`config.mk`:
```
export PLATFORM = sky130hd
export DESIGN_NAME = scc_queue
export DESIGN_NICKNAME = d
export VERILOG_FILES = /design/src/sv/scc_pkg.sv /design/src/sv/scc_queue.sv
export SDC_FILE = /design/constraint.sdc
export NUM_CORES = 1
export LEC_CHECK = 0
export BUFFER_PORTS_ARGS = -buffer_cell sky130_fd_sc_hd__buf_2
export CAP_MARGIN = 15
export CORE_MARGIN = 8
export CORE_UTILIZATION = 45
export CTS_BUF_LIST = sky130_fd_sc_hd__clkbuf_8
export DETAILED_ROUTE_END_ITERATION = 16
export GPL_TIMING_DRIVEN = 0
export MAX_ROUTING_LAYER = met4
export PLACE_DENSITY = 0.7
export SLEW_MARGIN = 10
export SYNTH_ARGS = -nofsm -noshare
export SYNTH_HDL_FRONTEND = slang
export SYNTH_SLANG_ARGS = --single-unit
```
`constraint.sdc`:
```
create_clock -name clk_i -period 21.9 [get_ports clk_i]
set_clock_uncertainty 0.1 [all_clocks]
set_input_delay 2.19 -clock clk_i [delete_from_list [all_inputs] [get_ports clk_i]]
set_output_delay 2.19 -clock clk_i [all_outputs]
set_load 0.005 [all_outputs]
```
`src/sv/scc_pkg.sv`:
```
// shared types, constants and arithmetic helpers of the separable convolution block
`default_nettype none
package scc_pkg;

  localparam int MAX_WIDTH    = 2048;
  localparam int MAX_RADIUS   = 3;
  localparam int PIXEL_BITS   = 16;
  localparam int TAP_FRACTION = 14;
  localparam int ROW_LIMIT    = 4096;
  localparam int WIN          = 2 * MAX_RADIUS + 1;
  localparam int SLOTS        = 2 * MAX_RADIUS;
  localparam int MEM_DEPTH    = SLOTS * MAX_WIDTH;
  localparam int ADDR_W       = $clog2(MEM_DEPTH);
  localparam int COL_W        = 11;
  localparam int ROW_W        = 12;
  localparam int WREG_W       = 12;
  localparam int HREG_W       = 13;
  localparam int CFG_W        = 64;
  localparam int IDX_W        = 3;
  localparam int ACC_W        = 36;
  localparam int TAP_CNT_W    = 3;

  // register indexes of the configuration port
  localparam logic [IDX_W-1:0] REG_WIDTH     = 3'd0;
  localparam logic [IDX_W-1:0] REG_HEIGHT    = 3'd1;
  localparam logic [IDX_W-1:0] REG_ROW_RAD   = 3'd2;
  localparam logic [IDX_W-1:0] REG_COL_RAD   = 3'd3;
  localparam logic [IDX_W-1:0] REG_RTAP_LO   = 3'd4;
  localparam logic [IDX_W-1:0] REG_RTAP_HI   = 3'd5;
  localparam logic [IDX_W-1:0] REG_CTAP_LO   = 3'd6;
  localparam logic [IDX_W-1:0] REG_CTAP_HI   = 3'd7;

  localparam logic kind_pixel = 1'b0;
  localparam logic kind_flush = 1'b1;

  typedef struct packed {
    logic [COL_W-1:0]                 wm1;
    logic [ROW_W-1:0]                 hm1;
    logic [HREG_W-1:0]                h;
    logic [1:0]                       rr;
    logic [1:0]                       cr;
    logic [WIN-1:0][PIXEL_BITS-1:0]   rtap;
    logic [WIN-1:0][PIXEL_BITS-1:0]   ctap;
  } cfg_t;

  typedef struct packed {
    logic                             flush;
    logic                             emit;
    logic                             last;
    logic                             row_end;
    logic                             frame_end;
    logic [COL_W-1:0]                 c;
    logic [COL_W-1:0]                 x;
    logic [ROW_W-1:0]                 yin;
    logic [ROW_W-1:0]                 y;
    logic [WIN-1:0][PIXEL_BITS-1:0]   win;
  } job_t;

  // row number modulo the slot count, reciprocal multiply, exact below 8192
  function automatic logic [2:0] mod_slots(input logic [HREG_W-1:0] v);
    logic [26:0]       p;
    logic [HREG_W-1:0] q;
    logic [HREG_W-1:0] rem;
    p   = {14'b0, v} * 27'd10923;
    q   = {2'b0, p[26:16]};
    rem = v - q * HREG_W'(SLOTS);
    return rem[2:0];
  endfunction

  // round half up, shift and saturate; returns {clipped, value}
  function automatic logic [PIXEL_BITS:0] finish(input logic signed [ACC_W-1:0] acc);
    logic signed [ACC_W-1:0] xr;
    logic signed [ACC_W-1:0] q;
    logic                    sat;
    logic [PIXEL_BITS-1:0]   val;
    xr = acc + (ACC_W'(1) <<< (TAP_FRACTION - 1));
    q  = xr >>> TAP_FRACTION;
    if (q > ACC_W'((1 <<< (PIXEL_BITS - 1)) - 1)) begin
      sat = 1'b1;
      val = {1'b0, {(PIXEL_BITS-1){1'b1}}};
    end else if (q < -(ACC_W'(1) <<< (PIXEL_BITS - 1))) begin
      sat = 1'b1;
      val = {1'b1, {(PIXEL_BITS-1){1'b0}}};
    end else begin
      sat = 1'b0;
      val = q[PIXEL_BITS-1:0];
    end
    return {sat, val};
  endfunction

endpackage
`default_nettype wire

```
`src/sv/scc_queue.sv`:
```
// two-entry job queue between front and back
`default_nettype none
module scc_queue
  import scc_pkg::*;
(
  input  wire logic clk_i,
  input  wire logic rst_ni,
  input  wire job_t push_data_i,
  input  wire logic push_valid_i,
  output logic      push_ready_o,
  output job_t      pop_data_o,
  output logic      pop_valid_o,
  input  wire logic pop_ready_i
);

  job_t       ent_q [2];
  logic [1:0] cnt_q;
  logic       rd_q, wr_q, push, pop;

  assign push_ready_o = (cnt_q != 2'd2);
  assign pop_valid_o  = (cnt_q != 2'd0);
  assign pop_data_o   = ent_q[rd_q];
  assign push = push_valid_i && push_ready_o;
  assign pop  = pop_valid_o && pop_ready_i;

  always_ff @(posedge clk_i or negedge rst_ni) begin
    if (!rst_ni) begin
      cnt_q <= '0; rd_q <= 1'b0; wr_q <= 1'b0;
    end else begin
      if (push) wr_q <= !wr_q;
      if (pop) rd_q <= !rd_q;
      cnt_q <= cnt_q + 2'(push) - 2'(pop);
    end
  end

  always_ff @(posedge clk_i) begin
    if (push) ent_q[wr_q] <= push_data_i;
  end

endmodule
`default_nettype wire

```
; ---- Word level (Yosys, flattened, before mapping)
; Memories as Yosys holds them, arrays and structs flattened.
; Index checks and enable logic that the tools add are counted.
[totals]
regBits = 4
mem_bits_rw = 326
inputBits = 167
out_inout_bits = 165
word_cells = 14
mem_count = 1
[op_classes]
addsub = 2
eq_ne = 1
mux = 2
n_reduce_logical = 5
[memory_table]
columns = memory, depth, width, rd, rd_clocked_by_memory_dff, wr, line
row1 = ent_q, 2, 163, 1, 0, 1, scc_queue.sv:16  ; job_t ent_q [2];
[op_table]
columns = op, count
row1 = 2-bit by 1-bit adder with 2-bit output, 1
row2 = 1-bit logical AND, 2
row3 = 1-bit zero test, 2
row4 = 1-bit two-way mux, 2
row5 = "2-bit inequality test, second input constant", 1
row6 = 2-bit nonzero test, 1
row7 = 2-bit by 1-bit subtractor with 2-bit output, 1

; ---- Logic depth before layout (Yosys ltp)
; Gate-level depths: netlist of run 1.
[logic_depth]
depth_word = 4
depth_mapped = 5
ltp_nobuf = 5

; ---- Worst setup path after synthesis of run 1
; No wires, ideal clock.
[synth_timing]
path_kind = input to register
from = input port push_valid_i
to = memory ent_q[0][0] in the netlist's numbering (enable)
setup_time_ns = 0.687
arrival_time_ns = 9.028
t_required_ns = 21.113
setup_slack_ns = 12.085
path_stages = 2
n_path_buf = 0
cell_sequence = nand2_1 nor2_1
[synth_via]
elab_chain_len = 3
[synth_rtl]
columns = element, line
row1 = "start, declared", scc_queue.sv:9  ; input wire logic push_valid_i,
row2 = 1-bit logical AND, scc_queue.sv:23  ; assign push = push_valid_i && push_ready_o;
row3 = 1-bit two-way mux, scc_queue.sv:37  ; if (push) ent_q[wr_q] <= push_data_i;
row4 = 1-bit two-way mux (not written as such), scc_queue.sv:37
row5 = "end, declared", scc_queue.sv:16
; No other way between the ends.

==> results by group, run 1 <==
GRT
  • All-Layer GR Usage: 15.83%
  • Overflow after GRT: 0
  • Vias in the first global route: 6957
  • Most Crowded Layer GR: met2
  • Initial antenna violation count: 2
  • GR Util met3: 5.806%
  • Met1 GRT Util: 17.66%
  • First-pass GRT wire length: about 40000 um
  • M2 GR Usage: 26.28%
  • Pin count of the biggest net entering global routing: 58

Floorplanning
  • Core area: 0.02665 mm2
  • Initial core utilization: 45.19%
  • # rows: 60
  • Die Area: roughly 0.032 mm2
  • Boundary Pins: 332
  • Die height: 179.6 um
  • Die Wd: around 180 um

Clock tree
  • CTS Buf Count: 52
  • CTS max path bufs: 3
  • PostCTS Resize Cnt: 0
  • CTS H-tree lvls: 2
  • Clock transition at path regs: 0.06 ns
  • CTS tree: built
  • Clk_lat worst skew: between 0.5 and 0.6 ns
  • Post-CTS Setup Bufs: 0
  • Number of hold buffers added after CTS: 0
  • Clk sink count: between 300 and 400
  • CTS root buffer: clkbuf_8

Final layout
  • Layout cells sized above 1: 61.00%
  • Non-filler cells in the finished layout: 1302
  • Commonest non-fill, non-tap cell in the layout: buf_2
  • Fin nets: 1093
  • Fill count: 2094
  • Multi-input logic area: approximately 0.0020 mm2
  • Final core occ: a little under three fifths
  • Area growth, synth to finish: 27.20%
  • Reg area: 0.009889 mm2
  • Most frequent cells in the layout: buf_2 (331), edfxtp_1 (326), mux2_2 (163)

Run
  • Max Cap Viol: 0

Synthesis
  • Synth Area in XOR/XNOR: 0.2182%
  • Main combinational cell family by area after synthesis: multiplexers
  • Synth Area in Compound Gates: 0.1974%
  • Synth warn: 0
  • Distinct cells, synth: 18
  • Post-synthesis mux area share: 15.24%
  • Seq/Total Area, Yosys: 82.12%
  • Adder-cell area share of the yosys netlist: 0.1039%
  • Ys async rst share: 1.212%
  • Top FF cell, synth: edfxtp_1
  • Post-synth EDFFs: between 300 and 400
  • Syn Nets: ~700
  • Simple-gate area share of the yosys netlist: 0.4987%
  • Post-Syn Area: 0.01204 mm2
  • Synthesized instance count: 529
  • Register bit total from synthesis: 330
  • Syn_area_per_cell: 22.77 um2

Timing
  • Final Setup Violations: 0
  • Relative slew slack: 65.26%
  • Tmin final: between 4 and 5 ns
  • Final Hold Viols: 0
  • Final slew viol count: 0
  • Final Cycle Share: 19.00%
  • Worst Tran Pin Value: slightly above 0.5 ns
  • Setup TNS: 0 ns
  • Achievable Freq: roughly 240 MHz
  • RSZ-0062 raised after global routing: no

Worst setup path
  • Slowest cell on crit path: mux2_2
  • Worst Setup Start Kind: flop
  • Data arrival, critical path: 1.87 ns
  • Crit Path Max Fanout: 10
  • Crit-path cells: buf_4 > buf_6 > mux2_2 > buf_2
  • Max incr delay on CP: 0.36 ns
  • Critical path class: reg2out
  • Crit. End Element: output pin
  • Worst path required time: a little under 20 ns

Place
  • Final RePlAce weighted congestion: 0.7099
  • Dpl cells: 1212
  • Detailed Place HPWL: approximately 18000 um
  • PortBufs: 331

Drt
  • DR WL/cell: 19.82 um
  • DR vias/cell: between 4 and 5
  • Pre-Repair DR Iteration Count: 4
  • Final ANT Viol Nets: 0
  • Total number of vias: 6271
  • DRT iter0 DRCs: roughly 280
  • DRC: 0
  • Total Routed Length: approximately 26000 um

Hold path
  • Worst Hold Class: reg2reg

Power
  • Pwr Density: between 100 and 150 mW/mm2
  • Peak supply drop: roughly 0.074 mV
  • Pleak: 0.005838 uW
  • Pwr Total: 1947 uW

Outcome
  • Status: complete, no violations
[worst paths after layout]
path	end	slack, ns	start	cells past startpoint
max in group asynchronous	cnt_q[1]	20.24	rst_ni	1
hold / removal	wr_q	0.47	wr_q	1
min in group asynchronous	cnt_q[0]	1.34	rst_ni	1
hold reg to reg	wr_q	0.47	wr_q	1
setup / recovery	pop_data_o[57]	17.74	rd_q	4
setup reg to reg	ent_q[0][114]	19.52	cnt_q[0]	7
[kinds of logic (layout without fill, tap and decap cells)]
logic type / count (synthesis) / in the layout
and+or+nand+nor: 11 / 11
DFF: 330 / 330
buffers and inverters: 18 / 448
AOI/OAI and AO/OA: 3 / 3
xor gates and xnor gates: 3 / 3
adders and majority gates: 1 / 1
other: 0 / 2
muxes: 163 / 163
[cell type report]
cell class,count,share of cell area [%]
Sequential cell,330,64.56
Multi-Input combinational cell,181,12.86
Timing Repair Buffer,342,12.64
Clock buffer,56,5.031
Tap cell,341,2.785
Buffer,18,1.274
Clock inverter,32,0.8168
Antenna cell,2,0.03267
[flip-flops by register name (all words and copies together), names as in the netlist]
signal and flops:
cnt_q 2, ent_q 326, wr_q 1, rd_q 1
[report_power, final]
part | internal, uW | switching, uW | total (uW)
clock | 232 | 215 | 448
sequential | 861 | 29.2 | 890
combinational | 310 | 299 | 609
total | 1400 | 544 | 1950
[synthesized netlist by cell type (2+ instances only)]
library cell | instances | area, um2
edfxtp_1 | 326 | 9789
mux2_2 | 163 | 1836
buf_6 | 16 | 180.2
dfrtp_1 | 4 | 100.1
nor2_1 | 3 | 11.26
xnor2_1 | 3 | 26.28
buf_4 | 2 | 15.01
nand2_1 | 2 | 7.510
[stage by stage]
step           worst slack, ns  hold WS, ns  instance area (um2)
5_1_grt                  17.64       0.4945                15320
4_1_cts                  17.66       0.4717                15310
6_report                 17.74       0.4654                15320
3_3_place_gp             7.707       0.3788                14130
2_1_floorplan            12.08       0.3600                12040
3_5_place_dp             17.73       0.4621                14420
[routing by layer]
metal / part of all wire [%] / wire length (um)
met1: 40 / 10290
met2: 51 / 13060
met3: 7.6 / 1952
met4: 1.9 / 502
met5: 0 / 0
[critical path: cells and delay by family, from the launching register on]
family / cells / cell delay, ns
buffers and inverters: 3 / 0.61
flip-flops: 1 / 0.34
multiplexers: 1 / 0.36
Note: power is estimated with default switching activity, not from simulation.
==> run 2: changes to the inputs <==
==> constraint.sdc (replaced) <==
create_clock -name clk_i -period 4.25 [get_ports clk_i]
set_clock_uncertainty 0.1 [all_clocks]
set_input_delay 0.425 -clock clk_i [delete_from_list [all_inputs] [get_ports clk_i]]
set_output_delay 0.425 -clock clk_i [all_outputs]
set_load 0.005 [all_outputs]
==> results by group, run 2 (synthesized netlist as in run 1, its figures left out) <==
Clock tree
  • Clk sink count: 330 (unchanged)
  • CTS root buffer: clkbuf_8 (unchanged)
  • Clock transition at path regs: 0.06 ns (about the same)
  • CTS H-tree lvls: 2 (unchanged)
  • PostCTS Resize Cnt: 0 (unchanged)
  • CTS Buf Count: 52 (unchanged)
  • CTS max path bufs: 3 (unchanged)
  • Clk_lat worst skew: 0.55 ns (was 0.54 ns)
  • CTS tree: built (unchanged)

Final layout
  • Final core occ: 63.88% (was 57.48%)
  • Commonest non-fill, non-tap cell in the layout: buf_2 (unchanged)
  • Largest Register: ent_q (unchanged)
  • Most frequent cells in the layout: buf_2 (331), edfxtp_1 (326), dlygate4sd3_1 (164) (was buf_2 (331), edfxtp_1 (326), mux2_2 (163))
  • Max reg flops: 326 (unchanged)
  • Area growth, synth to finish: 41.36% (was 27.20%)
  • Fin nets: 1255 (was 1093)
  • Fill count: 1850 (was 2094)
  • Layout cells sized above 1: 52.44% (was 61.00%)
  • Regs by FF count: ent_q x326, cnt_q x2 (unchanged)

Drt
  • DRC: 0 (unchanged)
  • DR WL/cell: 19.50 um (was 19.82 um)
  • Total Routed Length: 28670 um (was 25810 um)
  • Total number of vias: 7078 (was 6271)
  • DR vias/cell: 4.815 (was 4.816)
  • DRT iter0 DRCs: 353 (was 276)
  • Final ANT Viol Nets: 0 (unchanged)
  • Pre-Repair DR Iteration Count: 6 (was 4)

Floorplanning
  • Die height: 179.6 um (unchanged)
  • Initial core utilization: 45.19% (unchanged)
  • Core area: 0.02665 mm2 (unchanged)
  • Die Area: 0.03225 mm2 (unchanged)
  • Die Wd: 179.6 um (unchanged)
  • Boundary Pins: 332 (unchanged)
  • # rows: 60 (unchanged)

Worst setup path
  • Data arrival, critical path: 2.59 ns (was 1.87 ns)
  • Worst Setup Start Kind: flop (unchanged)
  • Critical path class: reg2reg (was reg2out)
  • Worst path required time: 4.40 ns (was 19.61 ns)
  • Crit. End Element: flop (was output pin)
  • Crit Path Max Fanout: 28 (was 10)

GRT
  • Overflow after GRT: 0 (unchanged)
  • Most Crowded Layer GR: met2 (unchanged)
  • Initial antenna violation count: 2 (unchanged)
  • GR Util met3: 5.685% (was 5.806%)
  • First-pass GRT wire length: 44000 um (was 38850 um)
  • Met1 GRT Util: 19.06% (was 17.66%)
  • All-Layer GR Usage: 17.84% (was 15.83%)
  • Pin count of the biggest net entering global routing: 50 (was 58)
  • M2 GR Usage: 30.98% (was 26.28%)
  • Vias in the first global route: 7906 (was 6957)

Place
  • Final RePlAce weighted congestion: 0.7372 (was 0.7099)
  • Detailed Place HPWL: 18110 um (was 18360 um)
  • PortBufs: 331 (unchanged)

Timing
  • Achievable Freq: ~400 MHz
  • Tmin final: 2.441 ns
  • Final slew viol count: 0 (unchanged)
  • RSZ-0062 raised after global routing: no (unchanged)
  • Worst Tran Pin Value: 0.7720 ns (was 0.5199 ns)
  • Final Setup Violations: 0 (unchanged)
  • Final Cycle Share: 57.42%
  • Final Hold Viols: 0 (unchanged)
  • Relative slew slack: 48.41% (was 65.26%)

Hold path
  • Worst Hold Class: in2reg (was reg2reg)

Outcome
  • Status: complete, no violations (unchanged)

Run
  • Max Cap Viol: 0 (unchanged)

Power
  • Peak supply drop: 0.4152 mV (was 0.07372 mV)
  • Pwr Total: 10450 uW (was 1947 uW)
  • Pwr Density: 613.9 mW/mm2 (was 127.1 mW/mm2)
  • Pleak: 0.006550 uW (was 0.005838 uW)
==> run 2: what timing repair did <==
item / CTS / global route
setup buffers: 0 / 0
hold buffers: 164 / 0
endpoints found under the hold margin: 330 / 0
==> run 2: layout make-up <==
cell class | count | area, um2 | share of cell area [%]
clock buffer | 59 | 812.0 | 4.770
tap | 341 | 426.7 | 2.506
sequential | 330 | 9889 | 58.09
antenna | 2 | 5.005 | 0.02940
timing repair buffer | 504 | 3508 | 20.61
buffer | 18 | 195.2 | 1.147
clock inverter | 35 | 217.7 | 1.279
multi-input combinational | 181 | 1969 | 11.57
==> run 2: worst max-delay path, cell delays in order (launching register included) <==
cell,delay (ns)
dfrtp_1,0.43
nand2b_1,0.17
nand2_1,0.12
nor2_4,0.61
buf_12,0.27
buf_12,0.20
buf_12,0.22
==> run 2: worst paths after layout <==
| path | start | to | slack (ns) | cells after the start |
|---|---|---|---|---|
| setup reg to reg | cnt_q[0] | ent_q[0][118] | 1.81 | 6 |
| hold reg to reg | wr_q | wr_q | 0.45 | 1 |
| max in group asynchronous | rst_ni | rd_q | 3.76 | 2 |
| hold / removal | pop_ready_i | rd_q | 0.07 | 3 |
| min in group asynchronous | rst_ni | cnt_q[1] | 0.15 | 2 |
| setup / recovery | cnt_q[0] | ent_q[0][118] | 1.81 | 6 |
==> run 2: stage by stage <==
step / cells / setup WS [ns] / hold WS [ns] / setup TNS (ns) / area [um2]
floorplan: 529 / 0.6399 / 0.02941 / 0 / 12050
global placement: 1201 / -0.8301 / 0.1382 / -142.85 / 14130
detailed placement: 1210 / 1.764 / 0.1389 / 0 / 14350
CTS: 1468 / 1.763 / 0.02914 / 0 / 17020
global route: 1470 / 1.650 / 0.06311 / 0 / 17020
finish: 1470 / 1.809 / 0.07105 / 0 / 17020
==> run 2: power by group <==
| group | switching, uW | total (uW) | leakage (uW) | internal (uW) |
|---|---|---|---|---|
| clock | 1170 | 2610 | 0.000601 | 1440 |
| sequential | 157 | 4600 | 0.00308 | 4440 |
| combinational | 1590 | 3240 | 0.00287 | 1660 |
| total | 2910 | 10500 | 0.00655 | 7540 |
==> run 2: routing by layer <==
| metal | vias to the layer above | part of all wire, % | wire length, um |
|---|---|---|---|
| met4 | 0 | 2.9 | 837 |
| met5 | - | 0 | 0 |
| li1 | 3246 | - | - |
| met2 | 286 | 52 | 14830 |
| met1 | 3489 | 38 | 10880 |
| met3 | 57 | 7.4 | 2121 |
==> run 3: changes to the inputs <==
==> constraint.sdc (replaced) <==
create_clock -name clk_i -period 2.6 [get_ports clk_i]
set_clock_uncertainty 0.1 [all_clocks]
set_input_delay 0.26 -clock clk_i [delete_from_list [all_inputs] [get_ports clk_i]]
set_output_delay 0.26 -clock clk_i [all_outputs]
set_load 0.005 [all_outputs]
==> results by group, run 3 (synthesized netlist as in run 1, its figures left out) <==
Clock tree
  • CTS root buffer: clkbuf_8 (unchanged)
  • Clk_lat worst skew: 0.54 ns (was 0.55 ns)
  • CTS Buf Count: 52 (unchanged)
  • CTS H-tree lvls: 2 (unchanged)
  • CTS tree: built (unchanged)
  • Clk sink count: 330 (unchanged)
  • Post-CTS Setup Bufs: 0 (unchanged)
  • CTS max path bufs: 3 (unchanged)
  • Clock transition at path regs: 0.06 ns (about the same)

GRT
  • Pin count of the biggest net entering global routing: 59 (was 50)
  • All-Layer GR Usage: 17.78% (was 17.84%)
  • Vias in the first global route: 7937 (was 7906)
  • First-pass GRT wire length: 43660 um (was 44000 um)
  • Overflow after GRT: 0 (unchanged)
  • Initial antenna violation count: 2 (unchanged)

Floorplanning
  • Die height: 179.6 um (unchanged)
  • # rows: 60 (unchanged)
  • Initial core utilization: 45.19% (unchanged)
  • Die Area: 0.03225 mm2 (unchanged)
  • Boundary Pins: 332 (unchanged)
  • Core area: 0.02665 mm2 (unchanged)
  • Die Wd: 179.6 um (unchanged)

Final layout
  • Area growth, synth to finish: 40.76% (was 41.36%)
  • Non-filler cells in the finished layout: 1467 (was 1470)
  • Most frequent cells in the layout: buf_2 (331), edfxtp_1 (326), dlygate4sd3_1 (167) (was buf_2 (331), edfxtp_1 (326), dlygate4sd3_1 (164))
  • Commonest non-fill, non-tap cell in the layout: buf_2 (unchanged)
  • Fin nets: 1258 (was 1255)
  • Fill count: 1875 (was 1850)
  • Largest Register: ent_q (unchanged)
  • Fin area: 0.01695 mm2 (was 0.01702 mm2)
  • Multi-input logic area: 0.001984 mm2 (was 0.001969 mm2)
  • Regs by FF count: ent_q x326, cnt_q x2 (unchanged)
  • Max reg flops: 326 (unchanged)
  • Layout cells sized above 1: 52.14% (was 52.44%)
  • Reg area: 0.009889 mm2 (unchanged)

Timing
  • Final Cycle Share: roughly 87%
  • Final Setup Violations: 0 (unchanged)
  • Setup TNS: 0 ns (unchanged)
  • Final Hold Viols: 0 (unchanged)
  • RSZ-0062 raised after global routing: no (unchanged)
  • WHS: 0.3346 ns (was 0.07105 ns)
  • Worst Tran Pin Value: 0.5158 ns (was 0.7720 ns)
  • Achievable Freq: roughly 440 MHz
  • Final slew viol count: 0 (unchanged)
  • Relative slew slack: 65.62% (was 48.41%)
  • Tmin final: 2.249 ns

Worst setup path
  • Worst path required time: 2.24 ns (was 4.40 ns)
  • Worst Setup Start Kind: flop (unchanged)
  • Max incr delay on CP: 0.36 ns (was 0.61 ns)
  • Crit-path cells: buf_4 > buf_6 > mux2_2 > buf_2 (was nand2b_1 > nand2_1 > nor2_4 > buf_12 > buf_12 > buf_12)
  • Crit Path Max Fanout: 10 (was 28)
  • Critical path class: reg2out (was reg2reg)
  • Slowest cell on crit path: mux2_2 (was nor2_4)
  • Data arrival, critical path: 1.89 ns (was 2.59 ns)
  • Crit. End Element: output pin (was flop)
  • Start point of the critical path: rd_q (was cnt_q[0])
  • Reg2reg start: cnt_q[0] (unchanged)

Power
  • Pwr Density: 992.1 mW/mm2 (was 613.9 mW/mm2)
  • Pwr Total: 16820 uW (was 10450 uW)
  • Logic gate share of total power: 31.8% (was 31.0%)
  • Internal Pwr Total: 12060 uW (was 7539 uW)
  • Peak supply drop: 0.5764 mV (was 0.4152 mV)
  • Clock Power Share: 23.5% (was 25.0%)
  • Pleak: 0.006500 uW (was 0.006550 uW)
  • Switching Fraction: 28.30% (was 27.86%)
  • Sequential cell fraction of total power: 44.7% (was 44.0%)
  • NetSw: 4759 uW (was 2912 uW)

Place
  • Placed cell area: 0.01435 mm2 (unchanged)
  • Final RePlAce weighted congestion: 0.7579 (was 0.7372)
  • PortBufs: 331 (unchanged)
  • Dpl cells: 1210 (unchanged)
  • Detailed Place HPWL: 18030 um (was 18110 um)

Hold path
  • Hold Startpoint: push_data_i[69] (was pop_ready_i)
  • Worst Hold Class: in2reg (unchanged)

Drt
  • DRC: 0 (unchanged)
  • Total number of vias: 7059 (was 7078)
  • Total Routed Length: 28940 um (was 28670 um)
  • DR WL/cell: 19.73 um (was 19.50 um)
  • DR vias/cell: 4.812 (was 4.815)
  • Pre-Repair DR Iteration Count: 4 (was 6)
  • DRT iter0 DRCs: 277 (was 353)
  • Final ANT Viol Nets: 0 (unchanged)

Run
  • Max Cap Viol: 0 (unchanged)

Outcome
  • Status: complete, no violations (unchanged)
[run 3: cell types whose count changed in the layout (fill, tap and decap cells not counted), sizes merged]
cell	before	now
inv	21	17
clkinvlp	1	0
dlygate4sd3	164	167
clkinv	10	15
clkbuf	59	54
bufinv	3	2
[run 3: per-layer routing]
| layer | global-route usage [%] | part of all wire [%] |
|---|---|---|
| met5 | - | 0 |
| met4 | 6.869 | 3.3 |
| met3 | 5.081 | 7.0 |
| met2 | 31.01 | 52 |
| met1 | 18.98 | 38 |
[run 3: metrics by stage]
stage	utilization (%)	setup WS (ns)
global placement	53.09	-2.333
CTS	63.59	0.2666
global route	63.61	0.2343
detailed placement	53.84	0.3591
floorplan	-	-0.9433
finish	63.61	0.3509
[run 3: final cells by class]
type | instances | share of cell area, %
clock inverters | 34 | 1.085
well taps | 341 | 2.517
multi-input cells | 181 | 11.71
flip-flops and latches | 330 | 58.34
repair buffers | 507 | 20.79
clock buffers | 54 | 4.384
diodes | 2 | 0.02952
plain buffers | 18 | 1.151
[run 3: final timing paths]
| check | cells after the start | slack [ns] | end |
|---|---|---|---|
| worst max-delay path | 4 | 0.35 | pop_data_o[6] |
| worst min-delay path | 2 | 0.33 | ent_q[1][69] |
| worst max register to register | 4 | 0.37 | ent_q[1][28] |
| worst min register to register | 1 | 0.47 | wr_q |
| max in group asynchronous | 3 | 1.64 | wr_q |
| min in group asynchronous | 3 | 0.58 | cnt_q[1] |
[run 3: timing repair]
item                      4_1_cts  5_1_grt
hold endpoints to repair      332        0
gates resized for setup         0        0
hold buffers                  167        0
[run 3: power groups by stage]
stage	Combinational [uW]	Clock, uW	Sequential [uW]
5_1_grt	5740	4310	7610
6_report	5350	3950	7520
3_5_place_dp	5170	0	7620
4_1_cts	5420	4080	7510
2_1_floorplan	2850	0	7640
3_3_place_gp	4910	0	7740
[run 3: worst max-delay path: cells and delay by family, from the launching register on]
family                 cells  cell delay, ns
buffers and inverters      3            0.64
muxes                      1            0.36
DFF                        1            0.34
