<file path="config.mk">
export PLATFORM = sky130hd
export DESIGN_NAME = scc_front_flat
export DESIGN_NICKNAME = d
export VERILOG_FILES = /design/src/sv/scc_pkg.sv /design/src/sv/scc_if.sv /design/src/sv/scc_front.sv /design/src/flat_wrapper.sv
export SDC_FILE = /design/constraint.sdc
export NUM_CORES = 1
export LEC_CHECK = 0
export BUFFER_PORTS_ARGS = -buffer_cell sky130_fd_sc_hd__buf_2
export CORE_ASPECT_RATIO = 1.25
export CORE_MARGIN = 2
export CORE_UTILIZATION = 40
export DETAILED_ROUTE_END_ITERATION = 10
export GPL_TIMING_DRIVEN = 0
export PLACE_DENSITY = 0.66
export SYNTH_ARGS = -nofsm -noshare
export SYNTH_HDL_FRONTEND = slang
export SYNTH_SLANG_ARGS = --single-unit
export TNS_END_PERCENT = 1
</file>
<file path="constraint.sdc">
create_clock -name clk_i -period 6.42 [get_ports clk_i]
set_input_delay 0.321 -clock clk_i [delete_from_list [all_inputs] [get_ports clk_i]]
set_output_delay 0.321 -clock clk_i [all_outputs]
set_load 0.01 [all_outputs]
</file>
<file path="src/sv/scc_pkg.sv">
// shared types, constants and arithmetic helpers of the separable convolution block
`default_nettype none
package scc_pkg;

  localparam int MAX_WIDTH    = 2048;
  localparam int MAX_RADIUS   = 3;
  localparam int PIXEL_BITS   = 16;
  localparam int TAP_FRACTION = 14;
  localparam int ROW_LIMIT    = 4096;
  localparam int WIN          = 2 * MAX_RADIUS + 1;
  localparam int SLOTS        = 2 * MAX_RADIUS;
  localparam int MEM_DEPTH    = SLOTS * MAX_WIDTH;
  localparam int ADDR_W       = $clog2(MEM_DEPTH);
  localparam int COL_W        = 11;
  localparam int ROW_W        = 12;
  localparam int WREG_W       = 12;
  localparam int HREG_W       = 13;
  localparam int CFG_W        = 64;
  localparam int IDX_W        = 3;
  localparam int ACC_W        = 36;
  localparam int TAP_CNT_W    = 3;

  // register indexes of the configuration port
  localparam logic [IDX_W-1:0] REG_WIDTH     = 3'd0;
  localparam logic [IDX_W-1:0] REG_HEIGHT    = 3'd1;
  localparam logic [IDX_W-1:0] REG_ROW_RAD   = 3'd2;
  localparam logic [IDX_W-1:0] REG_COL_RAD   = 3'd3;
  localparam logic [IDX_W-1:0] REG_RTAP_LO   = 3'd4;
  localparam logic [IDX_W-1:0] REG_RTAP_HI   = 3'd5;
  localparam logic [IDX_W-1:0] REG_CTAP_LO   = 3'd6;
  localparam logic [IDX_W-1:0] REG_CTAP_HI   = 3'd7;

  localparam logic kind_pixel = 1'b0;
  localparam logic kind_flush = 1'b1;

  typedef struct packed {
    logic [COL_W-1:0]                 wm1;
    logic [ROW_W-1:0]                 hm1;
    logic [HREG_W-1:0]                h;
    logic [1:0]                       rr;
    logic [1:0]                       cr;
    logic [WIN-1:0][PIXEL_BITS-1:0]   rtap;
    logic [WIN-1:0][PIXEL_BITS-1:0]   ctap;
  } cfg_t;

  typedef struct packed {
    logic                             flush;
    logic                             emit;
    logic                             last;
    logic                             row_end;
    logic                             frame_end;
    logic [COL_W-1:0]                 c;
    logic [COL_W-1:0]                 x;
    logic [ROW_W-1:0]                 yin;
    logic [ROW_W-1:0]                 y;
    logic [WIN-1:0][PIXEL_BITS-1:0]   win;
  } job_t;

  // row number modulo the slot count, reciprocal multiply, exact below 8192
  function automatic logic [2:0] mod_slots(input logic [HREG_W-1:0] v);
    logic [26:0]       p;
    logic [HREG_W-1:0] q;
    logic [HREG_W-1:0] rem;
    p   = {14'b0, v} * 27'd10923;
    q   = {2'b0, p[26:16]};
    rem = v - q * HREG_W'(SLOTS);
    return rem[2:0];
  endfunction

  // round half up, shift and saturate; returns {clipped, value}
  function automatic logic [PIXEL_BITS:0] finish(input logic signed [ACC_W-1:0] acc);
    logic signed [ACC_W-1:0] xr;
    logic signed [ACC_W-1:0] q;
    logic                    sat;
    logic [PIXEL_BITS-1:0]   val;
    xr = acc + (ACC_W'(1) <<< (TAP_FRACTION - 1));
    q  = xr >>> TAP_FRACTION;
    if (q > ACC_W'((1 <<< (PIXEL_BITS - 1)) - 1)) begin
      sat = 1'b1;
      val = {1'b0, {(PIXEL_BITS-1){1'b1}}};
    end else if (q < -(ACC_W'(1) <<< (PIXEL_BITS - 1))) begin
      sat = 1'b1;
      val = {1'b1, {(PIXEL_BITS-1){1'b0}}};
    end else begin
      sat = 1'b0;
      val = q[PIXEL_BITS-1:0];
    end
    return {sat, val};
  endfunction

endpackage
`default_nettype wire

</file>
<file path="src/sv/scc_if.sv">
// stream interfaces of the input items and the result items
`default_nettype none
interface scc_in_if;
  logic        valid;
  logic        ready;
  logic        kind;
  logic [15:0] pixel;
  modport source (output valid, output kind, output pixel, input ready);
  modport sink   (input valid, input kind, input pixel, output ready);
endinterface

`default_nettype wire

</file>
<file path="src/sv/scc_front.sv">
// front end: accepts items, tracks raster position and issues column jobs
`default_nettype none
module scc_front
  import scc_pkg::*;
(
  input  wire logic clk_i,
  input  wire logic rst_ni,
  input  wire cfg_t cfg_i,
  scc_in_if.sink    in_i,
  output job_t      job_o,
  output logic      job_valid_o,
  input  wire logic job_ready_i
);

  logic [WIN-1:0][PIXEL_BITS-1:0] win_q, win_d;
  logic [COL_W-1:0] in_col_q, in_col_d, out_col_q, out_col_d;
  logic [ROW_W-1:0] in_row_q, in_row_d, out_row_q, out_row_d;
  logic             drain_q, drain_d;
  logic             busy_q, busy_d;
  logic [COL_W-1:0] gc_q, gc_d, gend_q, gend_d, gx_q, gx_d;
  logic [ROW_W-1:0] gyin_q, gyin_d, gy_q, gy_d;
  logic             gflush_q, gflush_d, gemit_q, gemit_d;

  logic                    acc_in;
  logic [COL_W-1:0]        col_b, x, fc;
  logic [ROW_W-1:0]        row_b, yin, fy;
  logic                    row_last, fre, ffe;
  logic signed [COL_W+1:0] first;

  assign in_i.ready = !busy_q;
  assign acc_in     = in_i.valid && !busy_q;

  always_comb begin
    col_b = drain_q ? '0 : in_col_q;
    row_b = drain_q ? '0 : in_row_q;
    x     = (col_b > cfg_i.wm1) ? cfg_i.wm1 : col_b;
    yin   = (row_b > cfg_i.hm1) ? cfg_i.hm1 : row_b;
    row_last = (x == cfg_i.wm1);
    first = $signed({2'b0, x}) - $signed({{COL_W{1'b0}}, cfg_i.rr});
    if (row_last && first < 0) first = '0;
    fy  = (out_row_q > cfg_i.hm1) ? cfg_i.hm1 : out_row_q;
    fc  = (out_col_q > cfg_i.wm1) ? cfg_i.wm1 : out_col_q;
    fre = (fc == cfg_i.wm1);
    ffe = fre && (fy == cfg_i.hm1);
  end

  always_comb begin
    win_d = win_q; in_col_d = in_col_q; in_row_d = in_row_q;
    out_col_d = out_col_q; out_row_d = out_row_q; drain_d = drain_q;
    busy_d = busy_q; gc_d = gc_q; gend_d = gend_q; gx_d = gx_q;
    gyin_d = gyin_q; gy_d = gy_q; gflush_d = gflush_q; gemit_d = gemit_q;
    if (busy_q && job_ready_i) begin
      if (gc_q == gend_q) busy_d = 1'b0;
      else gc_d = gc_q + COL_W'(1);
    end
    if (acc_in) begin
      if (in_i.kind == kind_flush) begin
        if (drain_q) begin
          busy_d = 1'b1; gflush_d = 1'b1; gemit_d = 1'b1;
          gc_d = fc; gend_d = fc; gy_d = fy; gx_d = '0; gyin_d = '0;
          out_col_d = fc + COL_W'(1);
          if (fre) begin
            out_col_d = '0;
            out_row_d = fy + ROW_W'(1);
          end
          if (ffe) begin
            out_row_d = '0;
            drain_d   = 1'b0;
          end
        end
      end else begin
        drain_d = 1'b0;
        if (drain_q) begin
          out_row_d = '0; out_col_d = '0;
        end
        win_d = {win_q[WIN-2:0], in_i.pixel};
        gflush_d = 1'b0;
        gemit_d  = (yin >= ROW_W'(cfg_i.cr));
        gy_d     = yin - ROW_W'(cfg_i.cr);
        gx_d = x; gyin_d = yin;
        gc_d = first[COL_W-1:0]; gend_d = row_last ? x : first[COL_W-1:0];
        busy_d = row_last || (first >= 0);
        in_col_d = x + COL_W'(1);
        in_row_d = yin;
        if (row_last) begin
          in_col_d = '0;
          in_row_d = yin + ROW_W'(1);
          if (yin == cfg_i.hm1) begin
            in_row_d = '0;
            if (cfg_i.cr != 2'd0) begin
              drain_d   = 1'b1;
              out_row_d = (cfg_i.h > HREG_W'(cfg_i.cr)) ?
                          ROW_W'(cfg_i.h - HREG_W'(cfg_i.cr)) : '0;
              out_col_d = '0;
            end
          end
        end
      end
    end
  end

  always_comb begin
    job_o.flush     = gflush_q;
    job_o.emit      = gemit_q;
    job_o.last      = (gc_q == gend_q);
    job_o.row_end   = (gc_q == cfg_i.wm1);
    job_o.frame_end = (gc_q == cfg_i.wm1) && (gy_q == cfg_i.hm1);
    job_o.c         = gc_q;
    job_o.x         = gx_q;
    job_o.yin       = gyin_q;
    job_o.y         = gy_q;
    job_o.win       = win_q;
  end
  assign job_valid_o = busy_q;

  always_ff @(posedge clk_i or negedge rst_ni) begin
    if (!rst_ni) begin
      win_q <= '0; in_col_q <= '0; in_row_q <= '0; out_col_q <= '0;
      out_row_q <= '0; drain_q <= 1'b0; busy_q <= 1'b0;
    end else begin
      win_q <= win_d; in_col_q <= in_col_d; in_row_q <= in_row_d;
      out_col_q <= out_col_d; out_row_q <= out_row_d; drain_q <= drain_d;
      busy_q <= busy_d;
    end
  end

  always_ff @(posedge clk_i) begin
    gc_q <= gc_d; gend_q <= gend_d; gx_q <= gx_d; gyin_q <= gyin_d;
    gy_q <= gy_d; gflush_q <= gflush_d; gemit_q <= gemit_d;
  end

endmodule
`default_nettype wire

</file>
<file path="src/flat_wrapper.sv">
// flat-port wrapper written by rule: the top's interface ports become plain ports
module scc_front_flat import scc_pkg::*;
  (clk_i, rst_ni, cfg_i, job_o, job_valid_o, job_ready_i, in_i_valid, in_i_kind, in_i_pixel, in_i_ready);
  scc_in_if in_i_i ();
  input  wire logic clk_i;
  input  wire logic rst_ni;
  input  wire cfg_t cfg_i;
  output job_t job_o;
  output logic job_valid_o;
  input  wire logic job_ready_i;
  input wire logic [$bits(in_i_i.valid)-1:0] in_i_valid;
  input wire logic [$bits(in_i_i.kind)-1:0] in_i_kind;
  input wire logic [$bits(in_i_i.pixel)-1:0] in_i_pixel;
  output wire logic [$bits(in_i_i.ready)-1:0] in_i_ready;
  assign in_i_i.valid = in_i_valid;
  assign in_i_i.kind = in_i_kind;
  assign in_i_i.pixel = in_i_pixel;
  assign in_i_ready = in_i_i.ready;
  scc_front u_core (.clk_i(clk_i), .rst_ni(rst_ni), .cfg_i(cfg_i), .in_i(in_i_i), .job_o(job_o), .job_valid_o(job_valid_o), .job_ready_i(job_ready_i));
endmodule
</file>
* After elaboration in Yosys (flattened, before gate mapping)
Cells that the tools add are included.
W data, S select, Z words.
** Word-level totals
- Word-level logic and storage cells :: 110
- Bits in registers :: 219
** Cells by class
- Reduce and logical (&&, ||, !) cells :: 11
- Equality and inequality tests :: 9
- Mux-type cells :: 53
- Add/subtract/negate cells :: 8
- Magnitude comparators :: 8
- Bitwise logic cells :: 1
** Operators with widths (count)
- $mux W11 :: 21
- $mux W12 :: 18
- $eq A11 B11 Y1 :: 4
- $eq A12 B12 Y1 :: 3
- $add A11 B1 Y11 const B :: 3
- $add A12 B1 Y12 const B :: 2
- $gt A12 B12 Y1 :: 2
- $sub A12 B2 Y12 :: 2
- $gt A11 B11 Y1 :: 2
- $ge A13 B1 Y1 const B :: 1
- $gt A13 B2 Y1 :: 1
- $mux W1 :: 13
- $mux W13 :: 1
- $ge A12 B2 Y1 :: 1
- $lt A12 B1 Y1 const B :: 1
- $sub A11 B2 Y12 :: 1
- $logic_and A1 B1 Y1 :: 5
- $reduce_and A2 Y1 :: 2
- $ne A3 B1 Y1 const B :: 1
- $reduce_and A3 Y1 :: 1
- $ne A2 B1 Y1 const B :: 1
- $reduce_bool A2 Y1 :: 1
- $logic_not A1 Y1 :: 1
- $logic_or A1 B1 Y1 :: 1
- $not A1 Y1 :: 1

* Longest topological paths before layout
Gate-level depths: netlist of the first run.
- Word-level depth :: 11
- Depth in mapped cells :: 22
- Mapped depth without buffers :: 17

* Least setup slack after synthesis of the first run
OpenSTA, ideal clock, no wires.
- Path type :: register to register
- Start :: reg u_core.drain_q
- End :: reg u_core.gy_q[10], data pin
- Period minus slack after synthesis :: 4.828 ns
- Setup time :: 0.180 ns
- Buffers on the path :: 6
- Slack :: 1.592 ns
- Cell stages (with the launch flop) :: 23
- Data arrival time :: 4.648 ns
- Path through :: dfrtp_1 -> buf_2 -> buf_2 -> buf_2 -> buf_1 -> nor2b_1 -> ha_1 -> nor2b_1 -> o211ai_1 -> a211o_1 -> a31oi_4 -> buf_6 -> buf_2 -> nor2_1 -> a21oi_1 -> ha_1 -> inv_1 -> fa_1 -> nor3_1 -> mux2i_1 -> nor4_1 -> nor3_1 -> a221oi_1
** Between the ends
- Cells in the longest elaborated chain, start to end :: 5
** RTL lines
- start, declared :: line scc_front.sv:18 : logic drain_q, drain_d;
- start signal, assigned :: line scc_front.sv:122 : out_col_q <= out_col_d; out_row_q <= out_row_d; drain_q <= drain_d;
- $mux W12 (*) :: line scc_front.sv:35 : row_b = drain_q ? '0 : in_row_q;
- $gt A12 B12 Y1 :: line scc_front.sv:37 : yin = (row_b > cfg_i.hm1) ? cfg_i.hm1 : row_b;
- $mux W12 (*) :: line scc_front.sv:37
- $sub A12 B2 Y12 (*) :: line scc_front.sv:79 : gy_d = yin - ROW_W'(cfg_i.cr);
- $mux W12 (*) :: line scc_front.sv:57 : if (in_i.kind == kind_flush) begin
- end signal, assigned :: line scc_front.sv:129 : gy_q <= gy_d; gflush_q <= gflush_d; gemit_q <= gemit_d;
- end, declared :: line scc_front.sv:21 : logic [ROW_W-1:0] gyin_q, gyin_d, gy_q, gy_d;
Mark *: on every way between the ends. The rest lies on a longest branch, timed or not.
A chain may end at the register's enable or synchronous reset.

* Worst setup path in the final report of the first run
- Start :: reg u_core.drain_q
- End :: reg u_core.gemit_q, data pin
** Between the ends
- Cells in the longest elaborated chain, start to end :: 5
** RTL lines
- $mux W12 (*) :: line scc_front.sv:35
- $gt A12 B12 Y1 :: line scc_front.sv:37
- $mux W12 (*) :: line scc_front.sv:37
- $ge A12 B2 Y1 (*) :: line scc_front.sv:78 : gemit_d = (yin >= ROW_W'(cfg_i.cr));
- $mux W1 (*) :: line scc_front.sv:57
- end signal, assigned :: line scc_front.sv:129
- end, declared :: line scc_front.sv:22 : logic gflush_q, gflush_d, gemit_q, gemit_d;
Marked as above.

==> results of run 1 <==
[logic make-up (layout without fill, tap and decap cells)]
group                    after synthesis  count (layout)  synth area share, %
AO/OA/AOI/OAI                        224             224                 11.8
XOR/XNOR                             133             133                 8.57
adder cells (fa/ha/maj)               60              60                 5.69
buffers and inverters                143             417                 4.31
flip-flops                           219             219                 41.7
multiplexers                          60              60                 4.55
AND/OR/NAND/NOR                      714             714                 23.4
[worst max-delay path: stages (launching register included)]
cell and delay (ns):
dfrtp_1 0.32, buf_2 0.20, buf_2 0.31, clkbuf_4 0.39
nor2b_1 0.18, ha_1 0.32, nor2b_1 0.14, o211ai_1 0.09
a211o_1 0.29, a31oi_4 0.43, buf_6 0.24, buf_2 0.28
nor2_1 0.10, a21oi_2 0.39, ha_1 0.25, inv_1 0.06
fa_1 0.43, nor3_1 0.20, mux2i_1 0.19, nor4_1 0.54
nand4_1 0.37
[final cells by class]
class | count | area [um^2] | area share [%]
Multi-Input combinational cell | 1191 | 7350 | 45.1
Clock inverter | 11 | 198 | 1.21
Timing Repair Buffer | 231 | 1290 | 7.92
Tap cell | 423 | 529 | 3.25
Inverter | 56 | 211 | 1.30
Clock buffer | 33 | 664 | 4.08
Sequential cell | 219 | 5670 | 34.8
Buffer | 86 | 375 | 2.31
[state kept, by name, indices dropped and copies added, names as in the netlist, 11 cells and up]
register	flops
u_core.out_row_q	12
u_core.gc_q	11
u_core.gyin_q	12
u_core.gy_q	12
u_core.out_col_q	11
u_core.gx_q	11
u_core.in_row_q	12
u_core.job_o	112
u_core.gend_q	11
u_core.in_col_q	11
[per-layer routing]
layer	vias up	wire, um	track usage [%]	share of wire (%)
met1	6036	19300	33.7	40
met5	-	16	0	0.033
li1	5871	-	-	-
met2	567	22900	45.2	47
met3	162	2940	3.21	6.1
met4	2	3170	15.2	6.6
[cells in the final DEF (no fill, tap or decap), drive strengths merged, types with 31 or more instances in the layout]
master,n
inv,56
dfrtp,160
nor2,86
clkbuf,86
xnor2,81
xor2,52
nor3,31
nand2,429
mux2i,46
ha,57
o21ai,55
a21oi,49
edfxtp,48
buf,247
nand3,34
[worst paths after layout]
path,from,end,slack [ns],cells after the start
hold / removal,in_i_kind,u_core.gflush_q,0.03,1
hold reg to reg,u_core.job_o[104],u_core.job_o[104],0.47,2
max in group asynchronous,rst_ni,u_core.job_o[24],5.23,3
setup / recovery,u_core.drain_q,u_core.gemit_q,0.31,20
min in group asynchronous,rst_ni,u_core.job_o[31],0.30,2
setup reg to reg,u_core.drain_q,u_core.gemit_q,0.31,20
[stage by stage]
step	utilization (%)	worst slack, ns	std cells	setup TNS [ns]	area (um^2)
global route	48.6	0.133	2250	0	16300
CTS	48.6	0.349	2250	0	16300
detailed placement	45.5	-0.277	2190	-0.551	15200
floorplan	-	1.59	1553	0	13600
finish	48.6	0.314	2250	0	16300
global placement	45.3	-0.163	2188	-0.293	15200
[power groups by stage]
stage,combinational [W],sequential [W],clock [W]
after global routing,0.00245,0.00214,0.00161
after floorplan,0.00126,0.00217,0
final,0.00225,0.00210,0.00153
after detailed placement,0.00221,0.00211,0
after global placement,0.00218,0.00211,0
after CTS,0.00224,0.00209,0.00155
[repair_timing]
action                     CTS  global route
hold endpoints to repair    72             0
setup buffers                0             0
cloned                       0             0
pin swaps                    0             0
gates resized for setup      1             4
setup endpoints to repair    4             9
hold buffers                17             0
==> metrics.md, run 1 <==
| Metric | Value |
|---|---|
| Status | complete, no violations |
| Top post-synthesis cells by area | dfrtp_1 (29%), nand2_1 (12%), edfxtp_1 (11%), ha_1 (5.2%), xnor2_1 (5.2%) |
| Share of cells above drive strength 1 | between 15 and 20% |
| Critical Path AT | ~6.3 ns |
| Initial antenna violation count | 1 |
| Type of the worst setup path | flip-flop to flip-flop |
| Max clock buf depth | 3 |
| Final setup fails | 0 |
| Total clock sinks | about 220 |
| Mapped Cells | ~1.6k |
| Worst Clk Skew | around 0.024 ns |
| TritonCTS clock tree | yes |
| Max cap viols | 0 |
| Combinational Power Share | 38.3% |
| Top-count cell post-synth | nand2_1 |
| Ys async rst share | between 70% and 80% |
| CP Launch Type | flip-flop |
| Syn_nets | between 1.5k and 2k |
| Cts bufs inserted | 24 |
| FP Rows | 75 |
| Final hold vios | 0 |
| Initial Util | about two fifths |
| Synthesized area per cell | between 8 and 9 um^2 |
| Required @ worst endpoint | roughly 6.6 ns |
| Vias in the first global route | roughly 12k |
| Tcrit/Tclk final | a little over nine tenths |
| Routed wire length | slightly below 50 mm |
| Power per cell area | about 360 mW/mm^2 |
| Residual DRC | 0 |
| Sw Ratio | 39.7% |
| Synthesis Warnings | 0 |
| CTS root buffer | clkbuf_16 |
| Deepest level of the CTS H-tree | 1 |
| Worst min path class | primary input to flip-flop |
| Layout Nets | around 2.2k |
| RSZ-0062 raised after global routing | false |
| Final Critical Period | 6.11 ns |
| Worst skew pair latency | about 0.55 ns |
| Area share of the largest cell type after synthesis | roughly 29% |
| Routed len/inst | ~21 um |
| Ys flop type | dfrtp_1 |
| Cell taking the most area after synthesis | dfrtp_1 |
| Post-DR vias/cell | approximately 5.6 |
| Kind of end point of the critical path | flip-flop |
| Rel. slew slack | around 28% |
| #FFs+latches synth | around 220 |
| Worst-path clk slew | roughly 0.06 ns |
| Net switching power | 0.00233 W |
| Post-synth top cells | nand2_1 (429), dfrtp_1 (160), nor2_1 (85) |
| Largest net degree at the start of global routing | between 100 and 150 |
| Pre-antenna DRT Iters | 5 |
| Clock network fraction of design power | 26.0% |
| Synth unique cells | 80 |
| VDD IR max | 0.000174 V |
| Initial DRC count | 1196 |
| Crit-path max FO | 19 |
| First-pass GRT wire length | between 70 and 80 mm |
| Final Hold Slack | ~0.034 ns |
| Worst-margin pin slew | about 1.1 ns |
| RD Place Congestion | 0.965 |
| Reg power frac | 35.7% |
| I/O pin cnt | 450 |
| DIE AREA | ~0.035 mm^2 |
| DRT antenna net count | 0 |
| Total power | just under 0.006 W |
| DIE HEIGHT | approximately 210 um |
| Sequential fraction of the synthesis area | 41.7% |
| Static Leakage | 7.75 nW |
| Vias | between 10k and 15k |
| Max Slew Vio Count | 0 |
| Mapped Area | about 0.014 mm^2 |
| Port Buffer Count | ~210 |
| EDFF count, synth | 48 |
| Ant. Diodes | 0 |
| DIE WIDTH | 169 um |
| GRT overflow | 0 |
| Fillers | 3219 |
| Core area | 0.0335 mm^2 |
| Detailed placer's ending HPWL | between 30 and 40 mm |
| Area delta synth->final | 19.7% |
| Overall routing resource usage | about 27% |
| P_int | about 0.0035 W |
| Peak Freq | roughly 160 MHz |
Note: power is estimated with default switching activity, not from simulation.
==> inputs of run 2 (changes only) <==
--- a/config.mk
+++ b/config.mk
@@ -8,10 +8,9 @@
 export BUFFER_PORTS_ARGS = -buffer_cell sky130_fd_sc_hd__buf_2
 export CORE_ASPECT_RATIO = 1.25
 export CORE_MARGIN = 2
-export CORE_UTILIZATION = 40
+export CORE_UTILIZATION = 35
 export DETAILED_ROUTE_END_ITERATION = 10
 export GPL_TIMING_DRIVEN = 0
-export PLACE_DENSITY = 0.66
 export SYNTH_ARGS = -nofsm -noshare
 export SYNTH_HDL_FRONTEND = slang
 export SYNTH_SLANG_ARGS = --single-unit
==> metrics.md, run 2 (same netlist as run 1, synthesis figures left out) <==
| Metric | Value |
|---|---|
| GRT overflow | 0 (unchanged) |
| Final Non-Filler Cells | 2320 (+3.1%) |
| CP Launch Type | flip-flop |
| Static Leakage | 7.72 nW (-0.42%) |
| Endpoint of the worst hold path | u_core.job_valid_o |
| Commonest non-fill, non-tap cells in the layout | nand2_1 (429), buf_2 (235), dfrtp_1 (160) |
| Vias | 12.6k (-0.52%) |
| Status | complete, no violations |
| Power per cell area | 354 mW/mm^2 (-1.9%) |
| RSZ-0062 raised after global routing | false |
| Final setup fails | 0 (unchanged) |
| DIE AREA | 0.0405 mm^2 (+14%) |
| Crit-path max FO | 19 (unchanged) |
| Rel. slew slack | 26.3% (-1.3 points) |
| Total clock sinks | 219 (unchanged) |
| Worst min path class | primary input to flip-flop |
| Routed wire length | 50.6 mm (+4.7%) |
| Most common cell after layout, fill and taps aside | nand2_1 |
| Final hold vios | 0 (unchanged) |
| Cts bufs inserted | 25 (+4.2%) |
| Min-Delay Startpoint | job_ready_i |
| Core area | 0.0382 mm^2 (+14%) |
| Worst-margin pin slew | 1.11 ns (+0.0198 ns) |
| Max reg flops | 112 (unchanged) |
| Detailed placer's ending HPWL | 38.2 mm (+2.7%) |
| Initial DRC count | 932 (-22%) |
| DIE WIDTH | 180 um (+6.7%) |
| Pre-antenna DRT Iters | 6 (+1) |
| Ant. Diodes | 0 (unchanged) |
| Worst-path clk slew | 0.06 ns (about the same) |
| Postcts setup bufs | 0 (unchanged) |
| Vias in the first global route | 12.3k (+0.11%) |
| Deepest level of the CTS H-tree | 1 (unchanged) |
| Final Hold Slack | 0.0694 ns (+0.0351 ns) |
| Layout Nets | 2155 (+0.046%) |
| R2R cell count | 21 (+5.0%) |
| Tcrit/Tclk final | 92.4% (-2.7 points) |
| Port Buffer Count | 212 (unchanged) |
| Required @ worst endpoint | 6.77 ns (+0.17 ns) |
| Worst Clk Skew | 0.0236 ns (-0.000557 ns) |
| DRT antenna net count | 0 (unchanged) |
| Routed len/inst | 21.8 um (+1.5%) |
| Flop2flop setup slack | 0.49 ns (+0.17 ns) |
| Dpl cells | 2259 (+3.2%) |
| Post-DR vias/cell | 5.42 (-3.5%) |
| I/O pin cnt | 450 (unchanged) |
| Total power | 0.00576 W (-1.9%) |
| Initial antenna violation count | 1 (unchanged) |
| VDD IR max | 0.000193 V (+11%) |
| Area delta synth->final | 19.7% (about the same) |
| Final Critical Period | 5.93 ns (-0.175 ns) |
| Max cap viols | 0 (unchanged) |
| Share of cells above drive strength 1 | 17.0% (-0.12 points) |
| CTS root buffer | clkbuf_16 |
| Post-Place Worst Slack | -0.0451 ns (+0.232 ns) |
| Worst skew pair latency | 0.57 ns (+0.02 ns) |
| Max clock buf depth | 3 (unchanged) |
| Final WS setup | 0.489 ns (+0.175 ns) |
| TritonCTS clock tree | yes |
| Critical Path AT | 6.28 ns (about the same) |
| Peak Freq | 169 MHz (+2.9%) |
| Reg2reg start | u_core.drain_q |
| Max Slew Vio Count | 0 (unchanged) |
| Reg-to-Reg End | u_core.gy_q[10] |
| Kind of end point of the critical path | flip-flop |
| RD Place Congestion | 0.948 (-1.9%) |
| Largest net degree at the start of global routing | 106 (+0.95%) |
| DIE HEIGHT | 224 um (+6.8%) |
| Hold depth | 3 (+2) |
| Type of the worst setup path | flip-flop to flip-flop |
| Residual DRC | 0 (unchanged) |
| First-pass GRT wire length | 75.5 mm (+2.6%) |
| FP Rows | 80 (+6.7%) |
| Initial Util | 35.6% (-5.0 points) |
| Overall routing resource usage | 24.2% (-2.7 points) |
run 2: cell types whose count changed in the layout (fill, tap and decap cells not counted), sizes merged:
cell / delta
buf: +1
bufinv: -5
clkbuf: +3
clkinv: +1
dlygate4sd3: +1
run 2: per-stage QoR:
| step | util [%] | setup TNS (ns) | area (um^2) |
|---|---|---|---|
| after floorplan | - | 0 | 13600 |
| after global placement | 39.9 | -0.0191 | 15300 |
| after detailed placement | 40.1 | -0.198 | 15300 |
| after CTS | 42.6 | 0 | 16300 |
| after global routing | 42.6 | 0 | 16300 |
| final | 42.6 | 0 | 16300 |
run 2: area by class of cell:
type	instances	area, um^2
Sequential cell	219	5670
Timing Repair Buffer	232	1300
Clock inverter	7	50.0
Clock buffer	38	724
Fill cell	3973	22000
Buffer	85	368
Inverter	56	211
Tap cell	492	616
Multi-Input combinational cell	1191	7350
run 2: critical path, stage by stage (launching register included):
cell and delay, ns:
dfrtp_1 0.32, buf_2 0.22, buf_2 0.30, buf_2 0.46
nor2b_1 0.21, ha_1 0.34, nor2b_1 0.13, o211ai_1 0.09
a211o_1 0.30, a31oi_4 0.44, buf_6 0.23, buf_2 0.26
nor2_1 0.07, a21oi_1 0.30, ha_1 0.21, inv_1 0.06
fa_1 0.43, nor3_1 0.19, mux2i_1 0.19, nor4_1 0.57
nor3_1 0.09, a221oi_1 0.30
run 2: worst max-delay path by stage:
stage,cells past startpoint,slack (ns),endpoint,from
3_3_place_gp,18,-0.02,u_core.gc_q[2],u_core.drain_q
5_1_grt,20,0.05,u_core.gy_q[10],u_core.drain_q
6_report,21,0.49,u_core.gy_q[10],u_core.drain_q
2_1_floorplan,22,1.59,u_core.gy_q[10],u_core.drain_q
4_1_cts,22,0.05,u_core.gy_q[10],u_core.drain_q
3_5_place_dp,18,-0.05,u_core.gc_q[1],u_core.drain_q
run 2: what timing repair did:
item                                   4_1_cts  5_1_grt
endpoints found under the hold margin       72        0
gates resized for setup                      1        0
hold buffers                                18        0
setup endpoints to repair                    9       18
pin swaps                                    0        0
run 2: where the power goes:
| part | internal [W] | switching [W] | total (W) |
|---|---|---|---|
| sequential | 0.00177 | 0.000337 | 0.00211 |
| combinational | 0.000843 | 0.00141 | 0.00225 |
| clock | 0.000780 | 0.000620 | 0.00140 |
| total | 0.00339 | 0.00237 | 0.00576 |
run 2: layer usage:
metal / GRT usage [%] / vias to the layer above / wire length [um]
met5: 0 / - / 13
li1: - / 5849 / -
met2: 41.3 / 518 / 24500
met1: 29.7 / 6068 / 20100
met4: 13.1 / 2 / 2960
met3: 3.40 / 135 / 3020
==> inputs of run 3 (changes only) <==
==> constraint.sdc (replaced) <==
create_clock -name clk_i -period 6.42 [get_ports clk_i]
set_input_delay 1.284 -clock clk_i [delete_from_list [all_inputs] [get_ports clk_i]]
set_output_delay 1.284 -clock clk_i [all_outputs]
set_load 0.01 [all_outputs]
==> metrics.md, run 3 (same netlist as run 1, synthesis figures left out) <==
| Metric | Value |
|---|---|
| Status | complete, no violations |
| Initial antenna violation count | 1 (unchanged) |
| Crit-path max FO | 10 (-9) |
| Final core utilization | 42.1% (-0.47 points) |
| Required @ worst endpoint | 6.74 ns (-0.03 ns) |
| Hold depth | 2 (-1) |
| Clock network fraction of design power | 24.3% (about the same) |
| Total clock sinks | 219 (unchanged) |
| Ant. Diodes | 0 (unchanged) |
| Routed len/inst | 21.9 um (+0.27%) |
| TritonCTS clock tree | yes |
| Deepest level of the CTS H-tree | 1 (unchanged) |
| Reg-to-Reg End | u_core.gy_q[10] |
| Vias in the first global route | 12.2k (-0.86%) |
| Most common cell after layout, fill and taps aside | nand2_1 |
| Cts bufs inserted | 25 (unchanged) |
| Kind of end point of the critical path | flip-flop |
| Total power | 0.00574 W (-0.32%) |
| DIE HEIGHT | 224 um (unchanged) |
| Rel. slew slack | 27.1% (+0.86 points) |
| Pre-antenna DRT Iters | 6 (unchanged) |
| Vias | 12.5k (-0.84%) |
| Sw Ratio | 41.0% (-0.065 points) |
| Core area | 0.0382 mm^2 (unchanged) |
| Initial Util | 35.6% (unchanged) |
| Layout Nets | 2137 (-0.84%) |
| Type of the worst setup path | primary input to flip-flop |
| Initial DRC count | 883 (-5.3%) |
| Worst-margin pin slew | 1.09 ns (-0.0130 ns) |
| Critical Path AT | 6.30 ns (+0.02 ns) |
| R2R cell count | 21 (unchanged) |
| Worst skew pair latency | 0.56 ns (about the same) |
| P_int | 0.00339 W (-0.21%) |
| Detailed placer's ending HPWL | 38.2 mm (unchanged) |
| GRT overflow | 0 (unchanged) |
| DIE WIDTH | 180 um (unchanged) |
| FP Rows | 80 (unchanged) |
| Postcts setup bufs | 0 (unchanged) |
| Max clock buf depth | 3 (unchanged) |
| Tcrit/Tclk final | 93.2% (+0.86 points) |
| Reg power frac | 36.7% (about the same) |
| I/O pin cnt | 450 (unchanged) |
| Final WS setup | 0.434 ns (-0.0555 ns) |
| Overall routing resource usage | 24.1% (-0.12 points) |
| Setup crit start | cfg_i[255] |
| Worst Clk Skew | 0.0199 ns (-0.00367 ns) |
| Post-Place Worst Slack | -0.273 ns (-0.228 ns) |
| First-pass GRT wire length | 75.0 mm (-0.55%) |
| Static Leakage | 7.65 nW (-0.97%) |
| Commonest non-fill, non-tap cells in the layout | nand2_1 (429), buf_2 (235), dfrtp_1 (160) |
| Max cap viols | 0 (unchanged) |
| Final Critical Period | 5.99 ns (+0.0555 ns) |
| Port Buffer Count | 212 (unchanged) |
| Largest net degree at the start of global routing | 106 (unchanged) |
| CTS root buffer | clkbuf_16 |
| Final setup fails | 0 (unchanged) |
| Routed wire length | 50.3 mm (-0.50%) |
| Max Slew Vio Count | 0 (unchanged) |
| RSZ-0062 raised after global routing | false |
| Fillers | 3991 (+0.45%) |
| Max reg flops | 112 (unchanged) |
| Worst min path class | flip-flop to flip-flop |
| CP Launch Type | primary input |
| Share of cells above drive strength 1 | 17.2% (+0.17 points) |
| Area delta synth->final | 18.4% |
| Power per cell area | 357 mW/mm^2 (+0.80%) |
| Final hold vios | 0 (unchanged) |
| DRT antenna net count | 0 (unchanged) |
| Residual DRC | 0 (unchanged) |
| Flop2flop setup slack | 0.44 ns (-0.05 ns) |
| Combinational Power Share | 39.0% (about the same) |
| Post-DR vias/cell | 5.42 (about the same) |
| Worst-path clk slew | 0.06 ns (about the same) |
| VDD IR max | 0.000190 V (-1.5%) |
| DIE AREA | 0.0405 mm^2 (unchanged) |
| Reg2reg start | u_core.drain_q |
| Critical Path End | u_core.gend_q[10] |
| RD Place Congestion | 0.948 (unchanged) |
| Peak Freq | 167 MHz (-0.93%) |
| Net switching power | 0.00236 W (-0.48%) |
run 3: layer usage:
metal,share of wire (%),GRT usage (%)
met5,0.026,0
met4,5.9,13.0
met3,5.6,3.48
met2,48,41.0
met1,40,29.6
run 3: timing repair:
action / 4_1_cts / 5_1_grt
hold buffers: 0 / 0
gates cloned: 0 / 0
resized for setup: 1 / 0
setup endpoints to repair: 9 / 18
run 3: per-stage QoR:
step / hold slack [ns] / TNS, ns / instance area [um^2] / std cells
3_3_place_gp: 0.455 / -2.12 / 15300 / 2257
2_1_floorplan: 0.448 / 0 / 13600 / 1553
6_report: 0.469 / 0 / 16100 / 2302
4_1_cts: 0.473 / 0 / 16100 / 2304
5_1_grt: 0.494 / 0 / 16100 / 2302
3_5_place_dp: 0.458 / -3.07 / 15300 / 2259
run 3: final cells by class:
| cell class | count | area (um^2) | share of cell area, % |
|---|---|---|---|
| inverters | 56 | 211 | 1.31 |
| multi-input cells | 1191 | 7350 | 45.6 |
| clock inverters | 7 | 50.0 | 0.311 |
| flip-flops and latches | 219 | 5670 | 35.2 |
| repair buffers | 214 | 1120 | 6.95 |
| clock buffers | 38 | 724 | 4.50 |
| plain buffers | 85 | 368 | 2.28 |
| well taps | 492 | 616 | 3.82 |
run 3: worst max-delay path: stages:
cell	delay (ns)
buf_2	0.12
clkbuf_1	0.56
inv_1	0.21
ha_1	0.39
a21oi_1	0.21
a211oi_2	0.12
a2111oi_4	0.62
nor2_1	0.22
buf_2	0.26
a21oi_2	0.41
ha_1	0.23
inv_1	0.06
fa_1	0.45
inv_1	0.18
o221ai_1	0.32
nor4b_2	0.33
xnor2_1	0.10
a21o_1	0.21
run 3: how the worst min path moves through the flow:
stage / start / endpoint / slack, ns
after floorplan: u_core.in_col_q[10] / u_core.in_col_q[10] / 0.45
after detailed placement: u_core.job_o[98] / u_core.job_o[98] / 0.46
after CTS: u_core.job_o[98] / u_core.job_o[98] / 0.47
after global routing: u_core.job_o[108] / u_core.job_o[108] / 0.49
final: u_core.job_o[98] / u_core.job_o[98] / 0.47
after global placement: u_core.job_o[98] / u_core.job_o[98] / 0.46
run 3: power by group through the flow:
stage	logic (W)	registers, W	clock network (W)
after floorplan	0.00126	0.00217	0
after global placement	0.00219	0.00212	0
after detailed placement	0.00222	0.00213	0
after CTS	0.00224	0.00210	0.00142
after global routing	0.00244	0.00215	0.00148
final	0.00224	0.00211	0.00140
